$ cat config.mk
export PLATFORM = sky130hd
export DESIGN_NAME = base64_point_decoder_core
export DESIGN_NICKNAME = d
export VERILOG_FILES = /design/src/hw/rtl/b64pd_pkg.sv /design/src/hw/rtl/base64_point_decoder_core.sv /design/src/hw/rtl/b64pd_front.sv /design/src/hw/rtl/b64pd_back.sv
export VERILOG_INCLUDE_DIRS = /design/src /design/src/hw/rtl
export SDC_FILE = /design/constraint.sdc
export NUM_CORES = 1
export LEC_CHECK = 0
export ABC_CLOCK_PERIOD_IN_PS = 8800
export BUFFER_PORTS_ARGS = -buffer_cell sky130_fd_sc_hd__buf_4
export CORE_MARGIN = 5
export CORE_UTILIZATION = 63
export DETAILED_ROUTE_END_ITERATION = 10
export PLACE_DENSITY = 0.83
export SYNTH_ARGS = -nofsm -noshare
export SYNTH_HDL_FRONTEND = slang
export SYNTH_HIERARCHICAL = 1
export SYNTH_SLANG_ARGS = --single-unit
$ cat constraint.sdc
create_clock -name clock -period 8.8 [get_ports clock]
set_clock_uncertainty 0.15 [all_clocks]
set_input_delay 0.44 -clock clock [delete_from_list [all_inputs] [get_ports clock]]
set_output_delay 0.44 -clock clock [all_outputs]
set_load 0.01 [all_outputs]
$ cat src/hw/rtl/base64_point_decoder_core_assert.svh
// ----------------------------------------------------------------------------
// Assertion macros for the base64 point decoder
// Shorthand for the concurrent checks written at the end of the top level.
// ----------------------------------------------------------------------------
`ifndef BASE64_POINT_DECODER_CORE_ASSERT_SVH
`define BASE64_POINT_DECODER_CORE_ASSERT_SVH

// The consequent must hold in the same cycle as the antecedent.
`define B64PD_ASSERT_IMP(lbl, clk, rst, ante, cons) \
   lbl: assert property (@(posedge clk) disable iff (rst) (ante) |-> (cons)) \
      else $error("base64 point decoder check failed");

// The consequent must hold in the cycle after the antecedent.
`define B64PD_ASSERT_NXT(lbl, clk, rst, ante, cons) \
   lbl: assert property (@(posedge clk) disable iff (rst) (ante) |=> (cons)) \
      else $error("base64 point decoder check failed");

`endif

$ cat src/hw/rtl/b64pd_pkg.sv
// ----------------------------------------------------------------------------
// Base64 point decoder package
// Shared constants, the character map and the types passed between the
// front and back halves of the decoder.
// ----------------------------------------------------------------------------
package b64pd_pkg;

   localparam int CHAR_W      = 8;
   localparam int SEXTET_W    = 6;
   localparam int GROUP_CHARS = 16;
   localparam int STORE_DEPTH = GROUP_CHARS - 1;
   localparam int POS_W       = 4;
   localparam int WORD_W      = 32;
   localparam int WORDS_OUT   = 3;
   localparam int GROUP_BITS  = WORD_W * WORDS_OUT;
   localparam int QUAD_BITS   = 24;
   localparam int QUEUE_DEPTH = 2;
   localparam int QPTR_W      = $clog2(QUEUE_DEPTH);
   localparam int QCNT_W      = $clog2(QUEUE_DEPTH + 1);

   localparam logic [POS_W-1:0] LAST_POS = POS_W'(STORE_DEPTH);

   localparam logic [CHAR_W-1:0] CHAR_UPPER_A = 8'h41;
   localparam logic [CHAR_W-1:0] CHAR_UPPER_Z = 8'h5A;
   localparam logic [CHAR_W-1:0] CHAR_LOWER_A = 8'h61;
   localparam logic [CHAR_W-1:0] CHAR_LOWER_Z = 8'h7A;
   localparam logic [CHAR_W-1:0] CHAR_DIGIT_0 = 8'h30;
   localparam logic [CHAR_W-1:0] CHAR_DIGIT_9 = 8'h39;
   localparam logic [CHAR_W-1:0] CHAR_PLUS    = 8'h2B;
   localparam logic [CHAR_W-1:0] CHAR_SLASH   = 8'h2F;

   localparam logic [CHAR_W-1:0] LOWER_BASE = 8'd26;
   localparam logic [CHAR_W-1:0] DIGIT_BASE = 8'd52;
   localparam logic [CHAR_W-1:0] PLUS_CODE  = 8'd62;
   localparam logic [CHAR_W-1:0] SLASH_CODE = 8'd63;

   typedef struct packed {
      logic                  valid;
      logic [GROUP_BITS-1:0] bytes;
   } group_push_type;

   typedef struct packed {
      logic push_ready;
      logic drained;
   } back_stat_type;

   function automatic logic [SEXTET_W-1:0] char_to_sextet(input logic [CHAR_W-1:0] code);
      logic [CHAR_W-1:0] v;
      v = '0;
      case (code) inside
         [CHAR_UPPER_A:CHAR_UPPER_Z]: v = code - CHAR_UPPER_A;
         [CHAR_LOWER_A:CHAR_LOWER_Z]: v = code - CHAR_LOWER_A + LOWER_BASE;
         [CHAR_DIGIT_0:CHAR_DIGIT_9]: v = code - CHAR_DIGIT_0 + DIGIT_BASE;
         CHAR_PLUS:                   v = PLUS_CODE;
         CHAR_SLASH:                  v = SLASH_CODE;
         default:                     v = '0;
      endcase
      return v[SEXTET_W-1:0];
   endfunction

endpackage

$ cat src/hw/rtl/base64_point_decoder_core.sv
// ----------------------------------------------------------------------------
// Base64 point decoder core
// Flow: accepting the sixteenth character of a group writes the group into
// the group queue; it moves on to the output register once that is free.
// Throughput: one character per cycle while the queue has room; one point per
// sixteen characters, set by the single-character front end and a two-entry group queue.
// Reset: synchronous; clears the group position, the queue pointers and count, and the
// output valid flag. The sextet store, queue contents and output words are not cleared.
// ----------------------------------------------------------------------------
`include "base64_point_decoder_core_assert.svh"

module base64_point_decoder_core #(
   parameter int COORDS_PER_POINT = 3
) (
   input  logic                            clock,
   input  logic                            reset,
   input  logic                            req_valid,
   output logic                            req_ready,
   input  logic [b64pd_pkg::CHAR_W-1:0]    req_char_code,
   input  logic                            req_message_end,
   output logic                            rsp_valid,
   input  logic                            rsp_ready,
   output logic [b64pd_pkg::WORD_W-1:0]    rsp_x_bits,
   output logic [b64pd_pkg::WORD_W-1:0]    rsp_y_bits,
   output logic [b64pd_pkg::WORD_W-1:0]    rsp_z_bits
);
   import b64pd_pkg::*;

   group_push_type push;
   back_stat_type  stat;

   b64pd_front u_front (
      .clock           (clock),
      .reset           (reset),
      .req_valid       (req_valid),
      .req_ready       (req_ready),
      .req_char_code   (req_char_code),
      .req_message_end (req_message_end),
      .back_stat       (stat),
      .push_out        (push)
   );

   b64pd_back #(
      .COORDS_PER_POINT (COORDS_PER_POINT)
   ) u_back (
      .clock      (clock),
      .reset      (reset),
      .push_in    (push),
      .back_stat  (stat),
      .rsp_valid  (rsp_valid),
      .rsp_ready  (rsp_ready),
      .rsp_x_bits (rsp_x_bits),
      .rsp_y_bits (rsp_y_bits),
      .rsp_z_bits (rsp_z_bits)
   );

   // A finished group is only pushed when the queue has room for it.
   `B64PD_ASSERT_IMP(a_push_fits, clock, reset, push.valid, stat.push_ready)
   // A pushed group is held somewhere in the back end on the next cycle.
   `B64PD_ASSERT_NXT(a_push_held, clock, reset, push.valid, !stat.drained)

endmodule

$ cat src/hw/rtl/b64pd_front.sv
// ----------------------------------------------------------------------------
// Base64 point decoder front end
// Accepts characters, maps them to sextets, collects a group of sixteen and
// pushes the assembled twelve bytes into the queue.
// ----------------------------------------------------------------------------
module b64pd_front (
   input  logic                            clock,
   input  logic                            reset,
   input  logic                            req_valid,
   output logic                            req_ready,
   input  logic [b64pd_pkg::CHAR_W-1:0]    req_char_code,
   input  logic                            req_message_end,
   input  b64pd_pkg::back_stat_type        back_stat,
   output b64pd_pkg::group_push_type       push_out
);
   import b64pd_pkg::*;

   logic [POS_W-1:0]    pos_ff;
   logic [POS_W-1:0]    pos_in;
   logic [SEXTET_W-1:0] store_ff [STORE_DEPTH];
   logic [SEXTET_W-1:0] sextet;
   logic                accept;
   logic                group_done;
   logic [SEXTET_W-1:0] all_sextets [GROUP_CHARS];
   logic [GROUP_BITS-1:0] group_bytes;

   assign sextet     = char_to_sextet(req_char_code);
   assign req_ready  = (pos_ff != LAST_POS) || back_stat.push_ready;
   assign accept     = req_valid && req_ready;
   assign group_done = (pos_ff == LAST_POS);

   always_comb begin
      if (req_message_end || group_done) begin
         pos_in = '0;
      end else begin
         pos_in = pos_ff + 1'b1;
      end
   end

   always_ff @(posedge clock) begin
      if (reset) begin
         pos_ff <= '0;
      end else if (accept) begin
         pos_ff <= pos_in;
      end
   end

   always_ff @(posedge clock) begin
      if (accept && !group_done) begin
         store_ff[pos_ff] <= sextet;
      end
   end

   // Each run of four sextets yields three bytes, most significant first,
   // placed at ascending byte positions of the little-endian group word.
   always_comb begin
      for (int i = 0; i < STORE_DEPTH; i++) begin
         all_sextets[i] = store_ff[i];
      end
      all_sextets[GROUP_CHARS-1] = sextet;
      for (int q = 0; q < GROUP_CHARS / 4; q++) begin
         group_bytes[QUAD_BITS*q +: QUAD_BITS] =
            {all_sextets[4*q+2][1:0], all_sextets[4*q+3][5:0],
             all_sextets[4*q+1][3:0], all_sextets[4*q+2][5:2],
             all_sextets[4*q][5:0],   all_sextets[4*q+1][5:4]};
      end
   end

   assign push_out.valid = accept && group_done;
   assign push_out.bytes = group_bytes;

endmodule

$ cat src/hw/rtl/b64pd_back.sv
// ----------------------------------------------------------------------------
// Base64 point decoder back end
// Queues finished groups and presents them as points in an output register,
// zeroing the words beyond the configured coordinate count.
// ----------------------------------------------------------------------------
module b64pd_back #(
   parameter int COORDS_PER_POINT = 3
) (
   input  logic                            clock,
   input  logic                            reset,
   input  b64pd_pkg::group_push_type       push_in,
   output b64pd_pkg::back_stat_type        back_stat,
   output logic                            rsp_valid,
   input  logic                            rsp_ready,
   output logic [b64pd_pkg::WORD_W-1:0]    rsp_x_bits,
   output logic [b64pd_pkg::WORD_W-1:0]    rsp_y_bits,
   output logic [b64pd_pkg::WORD_W-1:0]    rsp_z_bits
);
   import b64pd_pkg::*;

   localparam logic [QCNT_W-1:0] QUEUE_FULL = QCNT_W'(QUEUE_DEPTH);

   logic [GROUP_BITS-1:0] queue_ff [QUEUE_DEPTH];
   logic [QPTR_W-1:0]     wr_ptr_ff;
   logic [QPTR_W-1:0]     rd_ptr_ff;
   logic [QCNT_W-1:0]     count_ff;
   logic [QCNT_W-1:0]     count_in;
   logic                  rsp_valid_ff;
   logic [WORD_W-1:0]     words_ff [WORDS_OUT];
   logic                  push;
   logic                  pop;

   assign push = push_in.valid;
   assign pop  = (count_ff != '0) && (!rsp_valid_ff || rsp_ready);

   always_comb begin
      case ({push, pop})
         2'b10:   count_in = count_ff + 1'b1;
         2'b01:   count_in = count_ff - 1'b1;
         default: count_in = count_ff;
      endcase
   end

   always_ff @(posedge clock) begin
      if (reset) begin
         wr_ptr_ff    <= '0;
         rd_ptr_ff    <= '0;
         count_ff     <= '0;
         rsp_valid_ff <= 1'b0;
      end else begin
         count_ff <= count_in;
         if (push) begin
            wr_ptr_ff <= wr_ptr_ff + 1'b1;
         end
         if (pop) begin
            rd_ptr_ff    <= rd_ptr_ff + 1'b1;
            rsp_valid_ff <= 1'b1;
         end else if (rsp_ready) begin
            rsp_valid_ff <= 1'b0;
         end
      end
   end

   always_ff @(posedge clock) begin
      if (push) begin
         queue_ff[wr_ptr_ff] <= push_in.bytes;
      end
   end

   always_ff @(posedge clock) begin
      if (pop) begin
         for (int i = 0; i < WORDS_OUT; i++) begin
            words_ff[i] <= (i < COORDS_PER_POINT) ?
                           queue_ff[rd_ptr_ff][WORD_W*i +: WORD_W] : '0;
         end
      end
   end

   assign back_stat.push_ready = (count_ff != QUEUE_FULL);
   assign back_stat.drained    = (count_ff == '0) && !rsp_valid_ff;

   assign rsp_valid  = rsp_valid_ff;
   assign rsp_x_bits = words_ff[0];
   assign rsp_y_bits = words_ff[1];
   assign rsp_z_bits = words_ff[2];

endmodule

==> results of run 1 <==
## final timing paths
check                                    from                          endpoint  slack, ns  cells after the start
max            u_front/pos_ff[0]$_SDFFE_PP0N_  u_back/queue_ff[0][89]$_DFFE_PP_       5.45                      7
min                           req_message_end    u_front/pos_ff[2]$_SDFFE_PP0N_       0.11                      3
max reg2reg    u_front/pos_ff[0]$_SDFFE_PP0N_  u_back/queue_ff[0][89]$_DFFE_PP_       5.45                      7
min reg2reg  u_front/store_ff[7][3]$_DFFE_PP_  u_back/queue_ff[1][43]$_DFFE_PP_       0.29                      0
## per-stage QoR
stage               total power (µW)  hold slack (ns)  cell area, µm²
floorplan                       2480            0.271           13600
global placement                2630            0.273           14800
detailed placement              2650            0.280           14800
CTS                             4080           0.0913           15900
global route                    4200           0.0982           15900
finish                          4040            0.110           15900
## report_power, final
group	internal (µW)	leakage, µW	switching (µW)
Combinational	173	0.00128	239
Clock	825	0.000523	605
Sequential	2160	0.00351	39.0
## worst reg2reg max path: cells and delay by family, from the launching register on
kind	cells	cell delay [ns]
AOI/OAI and AO/OA	1	0.17
buffers and inverters	2	1.02
DFF	1	0.37
and+or+nand+nor	3	0.91
adders and majority gates	1	0.28
## sequential cells by signal, summed over array words and instances (netlist names), named ones only
name / count
u_back/rd_ptr_ff: 1
u_back/words_ff: 96
u_back/rsp_valid: 1
u_back/queue_ff: 192
u_back/count_ff: 2
u_front/pos_ff: 4
u_front/store_ff: 90
u_back/wr_ptr_ff: 1
## what timing repair did
item                                   in CTS  in global routing
endpoints found under the hold margin       1                  0
hold buffers                                1                  0
buffers inserted                            0                  0
## cell type report
class | count | area share (%)
Clock buffer | 45 | 6.02
Clock inverter | 15 | 0.772
Inverter | 9 | 0.213
Multi-Input combinational cell | 225 | 12.6
Sequential cell | 388 | 72.7
Tap cell | 275 | 2.17
Timing Repair Buffer | 117 | 5.54
## layer usage
| metal | GRT usage (%) | vias up | share of wire, % |
|---|---|---|---|
| met5 | 0 | - | 0 |
| met4 | 6.02 | 0 | 2.8 |
| met3 | 4.18 | 63 | 7.5 |
| met2 | 35.5 | 298 | 53 |
| met1 | 26.3 | 3059 | 37 |
| li1 | - | 2775 | - |
==> summary.md, run 1 <==
| Metric | Value |
|---|---|
| Storage cell area | `11,600 µm²` |
| Fin Setup TNS | `0 ns` |
| Antenna Violating Nets Remaining | `0` |
| Final Max Slew Viols | `0` |
| H-tree lvl count | `2` |
| Area of the multi-input gates | `2000 µm²` |
| Post-Route Utilization | `75.1%` |
| I/O pins | `111` |
| Most frequent cells in the layout | `378 x edfxtp_1, 116 x buf_4, 96 x mux2_1, 37 x clkbuf_16, 21 x nor2_1` |
| Mean Syn Cell Area | `21.4 µm²` |
| Post-synthesis net count | `663` |
| Inserted Diodes | `0` |
| Crit Path Max Fanout | `76` |
| Fin. Hold Viols | `0` |
| Final WL | `24.2 mm` |
| CP peak stage delay | `0.88 ns` |
| Run status | `finished clean` |
| Fin worst setup slack | `5.45 ns` |
| Largest net degree at the start of global routing | `89` |
| DR iter-0 viols | `580` |
| Req. time, crit path | `8.78 ns` |
| Critical-path cell list | `ha_1 > nand3_2 > o21ai_1 > nor2_1 > inv_1 > nor2_4 > buf_4` |
| Yosys Warn Count | `6` |
| DRC Markers | `0` |
| Critical path class | `flop to flop` |
| Routed wire per std cell | `22.5 µm` |
| Inst Count DP | `1,013` |
| DIE WIDTH | `157 µm` |
| CP Launch Type | `flop` |
| Die H | `157 µm` |
| Period utilization | `38.1%` |
| RSZ-0062 raised after global routing | `false` |
| Tot GR Track Use | `20.3%` |
| Core box area | `21,200 µm²` |
| Nets@finish | `804` |
| Worst slew pin tran | `1.11 ns` |
| Starting density of the core | `64.5%` |
| Number of antenna violations at the first check in global routing | `0` |
| DP Wirelength | `14.3 mm` |
| Port bufs | `110` |
| Worst path slowest cell | `buf_4` |
| # setup viols final | `0` |
| Share of cells above drive strength 1 | `23.3%` |
| CTS tree | `done` |
| GP Congestion | `0.892` |
| Clk buf depth | `3` |
| Post-cts sizing count | `0` |
| First-pass GRT wire length | `37.6 mm` |
| Worst VDD drop | `0.209 mV` |
| HP Class | `primary input to flop` |
| Fillcell total | `1,080` |
| Minimum clock period | `3.35 ns` |
| Pwr dens | `254 nW/µm²` |
| Detailed-route via count | `6,195` |
| Buf/Inv on CP | `2` |
| Die footprint | `24,700 µm²` |
| Final non-filler cell total | `1,074` |
| CTS Root Cell | `clkbuf_16` |
| WP data arrival | `3.33 ns` |
| Achievable frequency | `0.299 GHz` |
| Total CTS buffers | `36` |
| Clk slew on worst S/H paths | `0.06 ns` |
| Total grt overflow | `0` |
| Leak | `0.00531 µW` |
| Number of global-route vias before repair | `6,443` |
| Crit path capture type | `flop` |
| DR vias/cell | `5.77` |
| CP top delay family | `buffers and inverters` |
| Drt first pass iters | `5` |
| Slew HR | `26.2%` |
| Synthesized cell area | `13,600 µm²` |
| # clock sinks | `388` |
| Num rows | `53` |
| Max-cap check violation count | `0` |
| Commonest non-fill, non-tap cell in the layout | `edfxtp_1` |
| P&R area growth vs syn | `16.5%` |
| Mapped Cells | `636` |
| DP Worst Slack | `5.51 ns` |
| Clock Latency Late Sink | `0.51 ns` |
Power figures use the tool's default switching activity.
==> run 2, diff against run 1 <==
--- a/config.mk
+++ b/config.mk
@@ -6,12 +6,13 @@
 export SDC_FILE = /design/constraint.sdc
 export NUM_CORES = 1
 export LEC_CHECK = 0
-export ABC_CLOCK_PERIOD_IN_PS = 8800
+export ABC_AREA = 1
+export ABC_CLOCK_PERIOD_IN_PS = 3000
 export BUFFER_PORTS_ARGS = -buffer_cell sky130_fd_sc_hd__buf_4
 export CORE_MARGIN = 5
-export CORE_UTILIZATION = 63
+export CORE_UTILIZATION = 53
 export DETAILED_ROUTE_END_ITERATION = 10
-export PLACE_DENSITY = 0.83
+export PLACE_DENSITY = 0.75
 export SYNTH_ARGS = -nofsm -noshare
 export SYNTH_HDL_FRONTEND = slang
 export SYNTH_HIERARCHICAL = 1
==> constraint.sdc (replaced) <==
create_clock -name clock -period 3 [get_ports clock]
set_clock_uncertainty 0.15 [all_clocks]
set_input_delay 0.15 -clock clock [delete_from_list [all_inputs] [get_ports clock]]
set_output_delay 0.15 -clock clock [all_outputs]
set_load 0.01 [all_outputs]
==> run 2 against run 1 <==
  * Sequential power rose to 3.2 times the previous value
  * Area after synthesis up 3.0%
  * Worst setup slack worse by 4.8 ns
  * Power grew to 3.5 times the previous value
  * Synthesized cell count is 14% higher
  * Die area rose by 21%
  * Via count increased by 3.9%
  * Clock-buffer cell count grew 1
  * Utilization shrank 11 points
  * Non-clock buffer count increased by 15
  * Fmax rose by 40%
  * Highest routed layer unchanged
==> summary.md, run 2 <==
| Metric | Value |
|---|---|
| Run status | `finished clean (unchanged)` |
| Post-Route Utilization | `64.0% (was 75.1%)` |
| Largest net degree at the start of global routing | `52 (was 89)` |
| Most frequent cells in the layout | `378 x edfxtp_1, 124 x buf_4, 62 x nand2_1, 56 x mux2_2, 44 x inv_1 (was 378 x edfxtp_1, 116 x buf_4, 96 x mux2_1, 37 x clkbuf_16, 21 x nor2_1)` |
| Port bufs | `110 (unchanged)` |
| Worst VDD drop | `0.535 mV (was 0.209 mV)` |
| DP Worst Slack | `0.656 ns (was 5.51 ns)` |
| Fillcell total | `1,732 (was 1,080)` |
| Clk buf depth | `3 (unchanged)` |
| Total grt overflow | `0 (unchanged)` |
| Mapped Cells | `723 (was 636)` |
| Slew HR | `51.9% (was 26.2%)` |
| Clk slew on worst S/H paths | `0.06 ns (about the same)` |
| Crit Path Max Fanout | `47 (was 76)` |
| Largest registers | `u_back/queue_ff: 192 flops, u_back/words_ff: 96 flops, u_front/store_ff: 90 flops (unchanged)` |
| Achievable frequency | `0.419 GHz (was 0.299 GHz)` |
| Inserted Diodes | `0 (unchanged)` |
| Nets@finish | `910 (was 804)` |
| Largest register FFs | `192 (unchanged)` |
| Die footprint | `29,900 µm² (was 24,700 µm²)` |
| DRC Markers | `0 (unchanged)` |
| RSZ-0062 raised after global routing | `false (unchanged)` |
| Yosys Warn Count | `6 (unchanged)` |
| CTS tree | `done (unchanged)` |
| # setup viols final | `0 (unchanged)` |
| Number of antenna violations at the first check in global routing | `0 (unchanged)` |
| Final non-filler cell total | `1,246 (was 1,074)` |
| Inst Count DP | `1,174 (was 1,013)` |
| Tot GR Track Use | `16.0% (was 20.3%)` |
| P&R area growth vs syn | `18.7% (was 16.5%)` |
| Crit path capture type | `flop (unchanged)` |
| Max-cap check violation count | `0 (unchanged)` |
| Final WL | `24.0 mm (was 24.2 mm)` |
| DP Wirelength | `14.6 mm (was 14.3 mm)` |
| Fin Setup TNS | `0 ns (unchanged)` |
| Commonest non-fill, non-tap cell in the layout | `edfxtp_1 (unchanged)` |
| CTS Root Cell | `clkbuf_16 (unchanged)` |
| DR iter-0 viols | `569 (was 580)` |
| Share of cells above drive strength 1 | `32.8% (was 23.3%)` |
| DR vias/cell | `5.17 (was 5.77)` |
| Routed wire per std cell | `19.2 µm (was 22.5 µm)` |
| Total CTS buffers | `38 (was 36)` |
| Period utilization | `79.5% (was 38.1%)` |
| Synthesized cell area | `14,000 µm² (was 13,600 µm²)` |
| Number of global-route vias before repair | `6,653 (was 6,443)` |
| Clock Latency Late Sink | `0.51 ns (about the same)` |
| GP Congestion | `0.902 (was 0.892)` |
| Worst slew pin tran | `0.719 ns (was 1.11 ns)` |
| Mean Syn Cell Area | `19.4 µm² (was 21.4 µm²)` |
| Pwr dens | `837 nW/µm² (was 254 nW/µm²)` |
| WP data arrival | `2.43 ns (was 3.33 ns)` |
| H-tree lvl count | `2 (unchanged)` |
| Fin worst setup slack | `0.614 ns (was 5.45 ns)` |
| Num rows | `59 (was 53)` |
| CP Launch Type | `flop (unchanged)` |
| Core box area | `26,100 µm² (was 21,200 µm²)` |
| Drt first pass iters | `6 (was 5)` |
| Minimum clock period | `2.39 ns (was 3.35 ns)` |
| Final Max Slew Viols | `0 (unchanged)` |
| DIE WIDTH | `173 µm (was 157 µm)` |
| Die H | `173 µm (was 157 µm)` |
| HP Class | `primary input to flop (unchanged)` |
| Fin. Hold Viols | `0 (unchanged)` |
| Register name with the most flops | `u_back/queue_ff (unchanged)` |
| Post-synthesis net count | `750 (was 663)` |
| Starting density of the core | `53.9% (was 64.5%)` |
| First-pass GRT wire length | `37.8 mm (was 37.6 mm)` |
| Detailed-route via count | `6,439 (was 6,195)` |
| Leak | `0.00595 µW (was 0.00531 µW)` |
| Antenna Violating Nets Remaining | `0 (unchanged)` |
| Critical path class | `flop to flop (unchanged)` |
| I/O pins | `111 (unchanged)` |
| Req. time, crit path | `3.04 ns (was 8.78 ns)` |
| # clock sinks | `388 (unchanged)` |
## run 2: worst paths after layout
kind,startpoint,end,slack (ns),cells past startpoint
max,u_front/pos_ff[1]$_SDFFE_PP0N_,u_back/queue_ff[0][15]$_DFFE_PP_,0.61,8
min reg2reg,u_front/store_ff[3][3]$_DFFE_PP_,u_back/queue_ff[1][19]$_DFFE_PP_,0.29,0
min,rsp_ready,u_back/rd_ptr_ff$_SDFFE_PP0P_,0.09,6
max reg2reg,u_front/pos_ff[1]$_SDFFE_PP0N_,u_back/queue_ff[0][15]$_DFFE_PP_,0.61,8
## run 2: power breakdown
group          switching [µW]  internal (µW)
Sequential                235           6700
Clock                    1860           2830
Combinational            1230           1100
Total                    3320          10600
## run 2: area by class of cell
| cell class | instances | area, µm² | area share, % |
|---|---|---|---|
| clock buffer | 46 | 1040 | 6.27 |
| clock inverter | 22 | 219 | 1.31 |
| inverter | 51 | 201 | 1.21 |
| multi-input combinational | 272 | 2180 | 13.1 |
| sequential | 388 | 11600 | 69.3 |
| tap | 335 | 419 | 2.51 |
| timing repair buffer | 132 | 1050 | 6.31 |
## run 2: critical path, cell delays in order (launching register included)
cell	delay, ns
dfxtp_1	0.36
ha_2	0.21
inv_2	0.05
nor2_4	0.14
inv_1	0.08
nor2_2	0.15
inv_2	0.08
nor2_4	0.47
buf_12	0.34
## run 2: timing repair
action                     CTS  global route
hold endpoints to repair    10             0
setup buffers                0             0
hold buffers                 4             0
setup endpoints to repair    0             0
gates resized for setup      0             0
## run 2: stage by stage
stage | hold slack, ns | instance area, µm² | power, µW
final | 0.0882 | 16700 | 14000
after global routing | 0.158 | 16700 | 14500
after CTS | 0.0737 | 16700 | 14100
after detailed placement | 0.218 | 15400 | 9400
after global placement | 0.212 | 15400 | 9380
after floorplan | 0.0691 | 14100 | 8440
## run 2: layer usage
metal / global-route usage, % / wire length (µm) / up-vias
li1: - / - / 3021
met1: 21.2 / 9850 / 3183
met2: 27.1 / 12300 / 196
met3: 3.30 / 1320 / 39
met4: 4.62 / 445 / 0
met5: 0 / 0 / -
